--- src/hdl/u2k_pkg.sv ---
// Package for the UTF-8 to key event converter.
// Holds beat payload types, command codes, table sizing and key constants.
// No dependencies.
package u2k_pkg;

  localparam int unsigned TableEntries = 128;
  localparam int unsigned TableAw      = $clog2(TableEntries);
  localparam int unsigned KeyW         = 10;
  localparam int unsigned EntryW       = KeyW + 1;
  localparam int unsigned CpW          = 21;

  localparam logic CmdText  = 1'b0;
  localparam logic CmdWrite = 1'b1;

  localparam logic [KeyW-1:0] ShiftKey = KeyW'(42);

  // Event steps of one character: shift press, key press, key release, shift release.
  localparam logic [1:0] StepShiftDn = 2'd0;
  localparam logic [1:0] StepKeyDn   = 2'd1;
  localparam logic [1:0] StepKeyUp   = 2'd2;
  localparam logic [1:0] StepShiftUp = 2'd3;

  typedef struct packed {
    logic            command;
    logic [7:0]      text_byte;
    logic            new_string;
    logic [6:0]      entry_index;
    logic [KeyW-1:0] entry_keycode;
    logic            entry_needs_shift;
  } in_item_t;

  typedef struct packed {
    logic [KeyW-1:0] key_code;
    logic            pressed;
    logic [31:0]     event_time;
    logic            last_of_run;
  } out_item_t;

endpackage

--- src/hdl/utf8_to_keystroke_events.sv ---
// UTF-8 text bytes to key press/release events, with a loadable keycode table.
// Depends on u2k_pkg and u2k_ram.
// The first event of a byte passes the lookup stage, the event generator and the output register.
// Throughput: one beat per cycle for bytes that emit nothing and for table writes, while no
// mapped character waits in the lookup stage; such a character holds the event generator for
// 2 (unshifted) or 4 (shifted) events, one event per cycle while the output is free. Reset is
// asynchronous and clears the decoder, time counter, pipeline and table valid bits (every entry reads unmapped).
module utf8_to_keystroke_events
  import u2k_pkg::*;
(
  input  logic      clk_i,
  input  logic      rst_ni,
  input  logic      in_valid_i,
  output logic      in_ready_o,
  input  in_item_t  in_item_i,
  output logic      out_valid_o,
  input  logic      out_ready_i,
  output out_item_t out_item_o
);

  // Decoder state.
  logic [CpW-1:0] pcp_q, pcp_d;
  logic [1:0]     rem_q, rem_d;
  logic           inv_q, inv_d;

  // Lookup stage.
  logic s1_valid_q, s1_cand_q, s1_new_q, s1_vbit_q;
  logic [EntryW-1:0] s1_entry;

  // Event generator.
  logic              gen_active_q;
  logic [KeyW-1:0]   gen_code_q;
  logic              gen_shift_q;
  logic [1:0]        gen_step_q;
  logic [31:0]       gen_time_q;
  logic [31:0]       time_q;

  logic              out_valid_q;
  out_item_t         out_q, ev;

  logic [TableEntries-1:0] vbit_q;

  logic in_fire, text_fire, write_fire;
  logic char_done;
  logic [CpW-1:0] char_cp;
  logic cand;
  logic [TableAw-1:0] raddr, waddr;

  logic out_free, gen_fire, gen_fire_last, gen_free;
  logic mapped, s1_consume;
  logic [31:0] tbase;

  assign in_fire    = in_valid_i & in_ready_o;
  assign text_fire  = in_fire & (in_item_i.command == CmdText);
  assign write_fire = in_fire & (in_item_i.command == CmdWrite);

  // UTF-8 decoding of the accepted byte.
  always_comb begin
    logic [CpW-1:0] pcp;
    logic [1:0]     rem;
    logic           inv;
    logic [7:0]     b;
    b         = in_item_i.text_byte;
    pcp       = in_item_i.new_string ? '0 : pcp_q;
    rem       = in_item_i.new_string ? '0 : rem_q;
    inv       = in_item_i.new_string ? 1'b0 : inv_q;
    char_done = 1'b0;
    char_cp   = '0;
    if (rem != 2'd0) begin
      if (b[7:6] != 2'b10) begin
        inv = 1'b1;
      end else begin
        pcp = {pcp[CpW-7:0], b[5:0]};
      end
      rem = rem - 2'd1;
      if (rem == 2'd0) begin
        char_done = 1'b1;
        char_cp   = inv ? '0 : pcp;
      end
    end else if (b[7] == 1'b0) begin
      char_done = 1'b1;
      char_cp   = CpW'(b);
    end else if (b[6] == 1'b1) begin
      inv = 1'b0;
      if (b[5] == 1'b0) begin
        pcp = CpW'(b[4:0]);
        rem = 2'd1;
      end else if (b[4] == 1'b0) begin
        pcp = CpW'(b[3:0]);
        rem = 2'd2;
      end else begin
        pcp = CpW'(b[2:0]);
        rem = 2'd3;
      end
    end
    pcp_d = pcp;
    rem_d = rem;
    inv_d = inv;
  end

  assign cand  = char_done && (char_cp != '0) && (char_cp < CpW'(TableEntries));
  assign raddr = char_cp[TableAw-1:0];
  assign waddr = TableAw'(in_item_i.entry_index);

  u2k_ram #(
    .Width (EntryW),
    .Depth (TableEntries)
  ) u_table (
    .clk_i   (clk_i),
    .we_i    (write_fire),
    .waddr_i (waddr),
    .wdata_i ({in_item_i.entry_needs_shift, in_item_i.entry_keycode}),
    .re_i    (text_fire),
    .raddr_i (raddr),
    .rdata_o (s1_entry)
  );

  always_ff @(posedge clk_i or negedge rst_ni) begin
    if (!rst_ni) begin
      vbit_q <= '0;
      pcp_q  <= '0;
      rem_q  <= '0;
      inv_q  <= 1'b0;
    end else begin
      if (write_fire && (32'(in_item_i.entry_index) < TableEntries)) begin
        vbit_q[waddr] <= 1'b1;
      end
      if (text_fire) begin
        pcp_q <= pcp_d;
        rem_q <= rem_d;
        inv_q <= inv_d;
      end
    end
  end

  // Lookup stage: every text byte passes so that a new string restarts time.
  assign mapped     = s1_cand_q && s1_vbit_q && (s1_entry[KeyW-1:0] != '0);
  assign tbase      = s1_new_q ? 32'd0 : time_q;
  assign s1_consume = s1_valid_q && (!mapped || gen_free);
  assign in_ready_o = !s1_valid_q || s1_consume;

  always_ff @(posedge clk_i or negedge rst_ni) begin
    if (!rst_ni) begin
      s1_valid_q <= 1'b0;
      s1_cand_q  <= 1'b0;
      s1_new_q   <= 1'b0;
      s1_vbit_q  <= 1'b0;
      time_q     <= '0;
    end else begin
      if (text_fire) begin
        s1_valid_q <= 1'b1;
        s1_cand_q  <= cand;
        s1_new_q   <= in_item_i.new_string;
        s1_vbit_q  <= vbit_q[raddr];
      end else if (s1_consume) begin
        s1_valid_q <= 1'b0;
      end
      if (s1_consume) begin
        time_q <= mapped ? tbase + (s1_entry[KeyW] ? 32'd4 : 32'd3) : tbase;
      end
    end
  end

  // Event generation, one event per cycle into the output register while it is free.
  always_comb begin
    ev.key_code    = gen_code_q;
    ev.pressed     = 1'b1;
    ev.last_of_run = 1'b0;
    ev.event_time  = gen_time_q + 32'(gen_step_q);
    case (gen_step_q)
      StepShiftDn: ev.key_code = ShiftKey;
      StepKeyDn:   ev.pressed  = 1'b1;
      StepKeyUp: begin
        ev.pressed     = 1'b0;
        ev.last_of_run = !gen_shift_q;
      end
      StepShiftUp: begin
        ev.key_code    = ShiftKey;
        ev.pressed     = 1'b0;
        ev.last_of_run = 1'b1;
      end
      default: ev.pressed = 1'b1;
    endcase
  end

  assign out_free      = !out_valid_q || out_ready_i;
  assign gen_fire      = gen_active_q && out_free;
  assign gen_fire_last = gen_fire && ev.last_of_run;
  assign gen_free      = !gen_active_q || gen_fire_last;

  always_ff @(posedge clk_i or negedge rst_ni) begin
    if (!rst_ni) begin
      gen_active_q <= 1'b0;
      gen_step_q   <= StepShiftDn;
      out_valid_q  <= 1'b0;
    end else begin
      if (s1_consume && mapped) begin
        gen_active_q <= 1'b1;
        gen_step_q   <= s1_entry[KeyW] ? StepShiftDn : StepKeyDn;
      end else if (gen_fire) begin
        if (ev.last_of_run) begin
          gen_active_q <= 1'b0;
        end else begin
          gen_step_q <= gen_step_q + 2'd1;
        end
      end
      if (gen_fire) begin
        out_valid_q <= 1'b1;
      end else if (out_ready_i) begin
        out_valid_q <= 1'b0;
      end
    end
  end

  always_ff @(posedge clk_i) begin
    if (s1_consume && mapped) begin
      gen_code_q  <= s1_entry[KeyW-1:0];
      gen_shift_q <= s1_entry[KeyW];
      gen_time_q  <= tbase;
    end
    if (gen_fire) begin
      out_q <= ev;
    end
  end

  assign out_valid_o = out_valid_q;
  assign out_item_o  = out_q;

endmodule

--- src/hdl/u2k_ram.sv ---
// Generic single-write, single-read RAM with registered read data.
// No dependencies.
module u2k_ram #(
  parameter int unsigned Width = 8,
  parameter int unsigned Depth = 16
) (
  input  logic                     clk_i,
  input  logic                     we_i,
  input  logic [$clog2(Depth)-1:0] waddr_i,
  input  logic [Width-1:0]         wdata_i,
  input  logic                     re_i,
  input  logic [$clog2(Depth)-1:0] raddr_i,
  output logic [Width-1:0]         rdata_o
);

  logic [Width-1:0] mem [Depth];
  logic [Width-1:0] rdata_q;

  always_ff @(posedge clk_i) begin
    if (we_i) begin
      mem[waddr_i] <= wdata_i;
    end
    if (re_i) begin
      rdata_q <= mem[raddr_i];
    end
  end

  assign rdata_o = rdata_q;

endmodule
--- config.mk ---
export PLATFORM = sky130hd
export DESIGN_NAME = utf8_to_keystroke_events
export DESIGN_NICKNAME = d
export VERILOG_FILES = /design/src/hdl/u2k_pkg.sv /design/src/hdl/utf8_to_keystroke_events.sv /design/src/hdl/u2k_ram.sv
export SDC_FILE = /design/constraint.sdc
export NUM_CORES = 2
export LEC_CHECK = 0
export CAP_MARGIN = 5
export CORE_UTILIZATION = 40
export CTS_BUF_LIST = sky130_fd_sc_hd__clkbuf_4
export CTS_CLUSTER_SIZE = 16
export DETAILED_ROUTE_END_ITERATION = 8
export DONT_BUFFER_PORTS = 1
export HOLD_SLACK_MARGIN = 0.15
export PLACE_DENSITY_LB_ADDON = 0.12
export SLEW_MARGIN = 15
export SYNTH_ARGS = -nofsm -noshare
export SYNTH_HDL_FRONTEND = slang
export SYNTH_SLANG_ARGS = --single-unit
export TNS_END_PERCENT = 20
--- constraint.sdc ---
create_clock -name clk_i -period 7.3 [get_ports clk_i]
set_clock_uncertainty 0.2 [all_clocks]
set_input_delay 1.46 -clock clk_i [delete_from_list [all_inputs] [get_ports clk_i]]
set_output_delay 1.46 -clock clk_i [all_outputs]
set_load 0.005 [all_outputs]
==> flow_metrics.py <==
metrics = {
    "power_and_ir_drop": {
        "power_mw": 21.52,
        "ir_drop_uv": 179.1,
        "p_leak_nw": 27.33,
        "powerDensity_mw_per_mm2": 277.7,
    },
    "cells_and_area": {
        "final_nets": 5023,
        "syn_to_final_growth_pct": 13.47,
        "num-fill-cells": 15270,
        "final_layout_size_suffix_gt1_share_pct": 23.32,
    },
    "setup_path": {
        "r2r_start": "inv_q",
        "crit_type": "register to register",
        "worst-endpoint-arrival_ns": 6.43,
        "start_kind": "register",
        "worst-path-buf-inv": 1,
        "cp-end-kind": "register",
        "crit_fanout": 34,
        "worst_path_dominant_cell_family": "compound AO/OA/AOI/OAI gates",
        "worstPathCellList": "nor4b_4 > a22o_4 > buf_4 > mux4_2 > and3_1 > a41oi_1 > o21ai_0 > a311oi_1 > o221ai_1",
        "cp-startpoint": "inv_q",
        "cpMaxStageDelayCell": "a311oi_1",
        "cp_num_cells": 9,
        "cp.required_ns": 8.12,
        "cpPeakStageDelay_ns": 1.00,
        "reg2reg_depth": 9,
    },
    "global_route": {
        "grt_first_pass_wirelength_um": 306300,
        "grt_overflow": 0,
        "grt.busiest_layer": "met2",
        "grtUsageMet1_pct": 34.23,
        "antenna_found_initial": 6,
        "grt_use_met3_pct": 5.705,
        "grt_pass1_vias": 41360,
        "grt_max_degree": 258,
        "track_usage_pct": 24.67,
        "grt_use_met2_pct": 38.28,
    },
    "detailed_routing": {
        "wire_per_inst_um": 28.32,
        "post-route-drc-count": 0,
        "drt_wl_total_um": 214500,
        "ant_nets": 0,
        "dr.pass1.iters": 6,
        "vias": 42310,
        "vias_per_cell": 5.586,
        "drtIter0Drc": 4326,
    },
    "clock_network": {
        "worstSkewPairLatency_ns": 1.37,
        "path_clk_slew_ns": 0.08,
        "cts_sinks": 1698,
        "post-cts-setup-buffers": 0,
        "cts_tree": "built",
        "cts_buffers": 458,
        "ctsHtreeMaxLevel": 5,
        "clockBufferDepth": 4,
        "cts_root_buffer": "clkbuf_4",
    },
    "die": {
        "start_util_pct": 40.30,
        "core_mm2": 0.1695,
        "die_h_um": 415.2,
        "dieArea_mm2": 0.1724,
        "rows": 151,
        "io_pins": 78,
        "die_x_um": 415.2,
    },
    "place": {
        "io_buffers": 0,
        "gp_congestion": 0.8709,
        "dpl.hpwl_um": 123300,
    },
    "sta": {
        "tightestPinTransition_ns": 1.270,
        "hold_violations": 0,
        "setup_tns_ns": 0,
        "maxSlewHeadroom_pct": 15.04,
        "grt_setup_unrepaired": "false",
        "min_period_ns": 5.604,
        "setup_viol": 0,
        "max_freq_mhz": 178.4,
        "drv_slew": 0,
        "finalCritPeriodShare_pct": 76.77,
    },
    "yosys": {
        "synth.distinct_cells": 81,
        "avgSynthCellArea_um2": 14.71,
        "synth_area_mm2": 0.06830,
        "yosysSeqAreaShare_pct": 73.25,
        "ys.flop_type": "edfxtp_1",
        "ys_seq_elements": 1698,
        "synth_top_cell_by_area": "edfxtp_1",
        "yosysWarnings": 0,
        "syn_nets": 4683,
        "synth_edf_count": 1506,
        "synthArstFlopShare_pct": 11.31,
        "synthCells": 4642,
        "synth.most_common_cell": "edfxtp_1",
        "synth_common_cells": "edfxtp_1 (1506), nand2_1 (836), nand3_1 (334)",
        "synth.top_cell.area_share_pct": 66.21,
        "synth.area.top_cells": "edfxtp_1 (66%), dfrtp_1 (7.0%), nand2_1 (4.6%)",
    },
    "min_path": {
        "hp-start": "vbit_q[123]",
        "min_path_type": "register to register",
        "hold_path_depth": 1,
    },
    "status": {
        "status": "complete, no violations",
    },
    "job": {
        "drv_cap": 0,
    },
}
## worst paths after layout
path,slack (ns),end
max in group asynchronous,5.15,vbit_q[55]
worst max register to register,1.70,u_table.rdata_o[8]
worst min register to register,0.26,vbit_q[123]
worst max-delay path,1.70,u_table.rdata_o[8]
min in group asynchronous,0.36,vbit_q[107]
worst min-delay path,0.26,vbit_q[123]
## report_power, final
| group | switching, mW | internal [mW] | leakage [nW] | total [mW] |
|---|---|---|---|---|
| sequential | 0.120 | 10.8 | 16.2 | 10.9 |
| combinational | 1.47 | 0.611 | 7.57 | 2.08 |
| clock | 3.97 | 4.53 | 3.54 | 8.50 |
| total | 5.56 | 16.0 | 27.3 | 21.5 |
## state kept, by name, indices dropped and copies added, names as in the netlist, 2 cells and up
register	count
gen_step_q	2
u_table.rdata_o	11
time_q	32
rem_q	2
vbit_q	128
out_item_o	44
gen_time_q	32
gen_code_q	10
u_table.mem	1408
pcp_q	21
## metrics by stage
step                std cells  hold WS, ns  worst slack [ns]  utilization (%)  area [µm²]
floorplan                4642       0.2268             2.865                -       68300
global placement         6712       0.2434            0.8445            41.84       70910
detailed placement       6714       0.2475            0.8505            41.89       70990
CTS                      7563       0.1510             1.824            45.63       77330
global route             7573       0.1962             1.622            45.73       77490
finish                   7575       0.2604             1.696            45.73       77500
## worst register-to-register path: cells and delay by family, from the launching register on
| kind | cells | cell delay, ns |
|---|---|---|
| simple gates | 2 | 1.16 |
| compound gates | 5 | 2.63 |
| flops | 1 | 0.43 |
| mux | 1 | 0.40 |
| buf+inv | 1 | 0.45 |
## layer usage
metal | vias to the layer above | wire [µm]
li1 | 18480 | -
met1 | 21650 | 92210
met2 | 1825 | 99310
met3 | 353 | 16910
met4 | 2 | 6056
met5 | - | 13
## repair_timing
item                                    in CTS  in global routing
hold buffers                                24                  0
endpoints found under the hold margin     1612                  0
gates resized for setup                      0                  0
endpoints found under the setup margin       0                  0
## layout make-up
type | count | area [µm²] | area share, %
Antenna cell | 10 | 25.02 | 0.03229
Clock buffer | 715 | 5368 | 6.926
Clock inverter | 110 | 519.2 | 0.6700
Inverter | 20 | 75.07 | 0.09687
Multi-Input combinational cell | 2659 | 17150 | 22.13
Sequential cell | 1698 | 50030 | 64.55
Tap cell | 2218 | 2775 | 3.581
Timing Repair Buffer | 145 | 1562 | 2.015
## placed cells by master, fill, tap and decap left out, types with 10 or more instances in the layout
| cell | synthesis | layout |
|---|---|---|
| clkbuf_4 | 0 | 715 |
| mux2i_1 | 144 | 144 |
| nor4_1 | 17 | 16 |
| xnor2_1 | 39 | 39 |
| and2_1 | 50 | 49 |
| nor2b_1 | 85 | 85 |
| o211ai_1 | 16 | 16 |
| buf_4 | 28 | 106 |
| and3_1 | 34 | 34 |
| nor2_2 | 1 | 68 |
| clkinv_1 | 1 | 88 |
| nand2_1 | 836 | 835 |
| mux2_2 | 16 | 16 |
| nand4_1 | 22 | 22 |
| a311oi_1 | 19 | 19 |
| a221oi_1 | 11 | 11 |
| a21oi_1 | 122 | 122 |
| o22ai_1 | 39 | 39 |
| o21ai_0 | 39 | 39 |
| diode_2 | 0 | 10 |
| dlygate4sd3_1 | 0 | 12 |
| inv_1 | 19 | 18 |
| nand3_1 | 334 | 333 |
| a31oi_1 | 87 | 87 |
| a22oi_1 | 22 | 20 |
| nor3_1 | 28 | 28 |
| a211oi_1 | 70 | 70 |
| buf_12 | 0 | 13 |
| mux4_2 | 128 | 128 |
| clkinv_2 | 0 | 16 |
| or2_2 | 133 | 133 |
| nand2b_1 | 10 | 10 |
| buf_16 | 0 | 14 |
| dfrtp_1 | 192 | 192 |
| a22o_1 | 28 | 24 |
| edfxtp_1 | 1506 | 1506 |
| xor2_1 | 22 | 22 |
| nor2_1 | 189 | 122 |
## logic make-up after synthesis
logic type               count (synthesis)  share of synthesized area [%]
AO/OA/AOI/OAI                          529                          5.243
XOR/XNOR                                61                         0.7822
adder cells (fa/ha/maj)                  9                         0.1869
buffers and inverters                  285                          1.995
flip-flops                            1698                          73.25
multiplexers                           288                          6.595
AND/OR/NAND/NOR                       1772                          11.95
(Power assumes the default switching activity.)
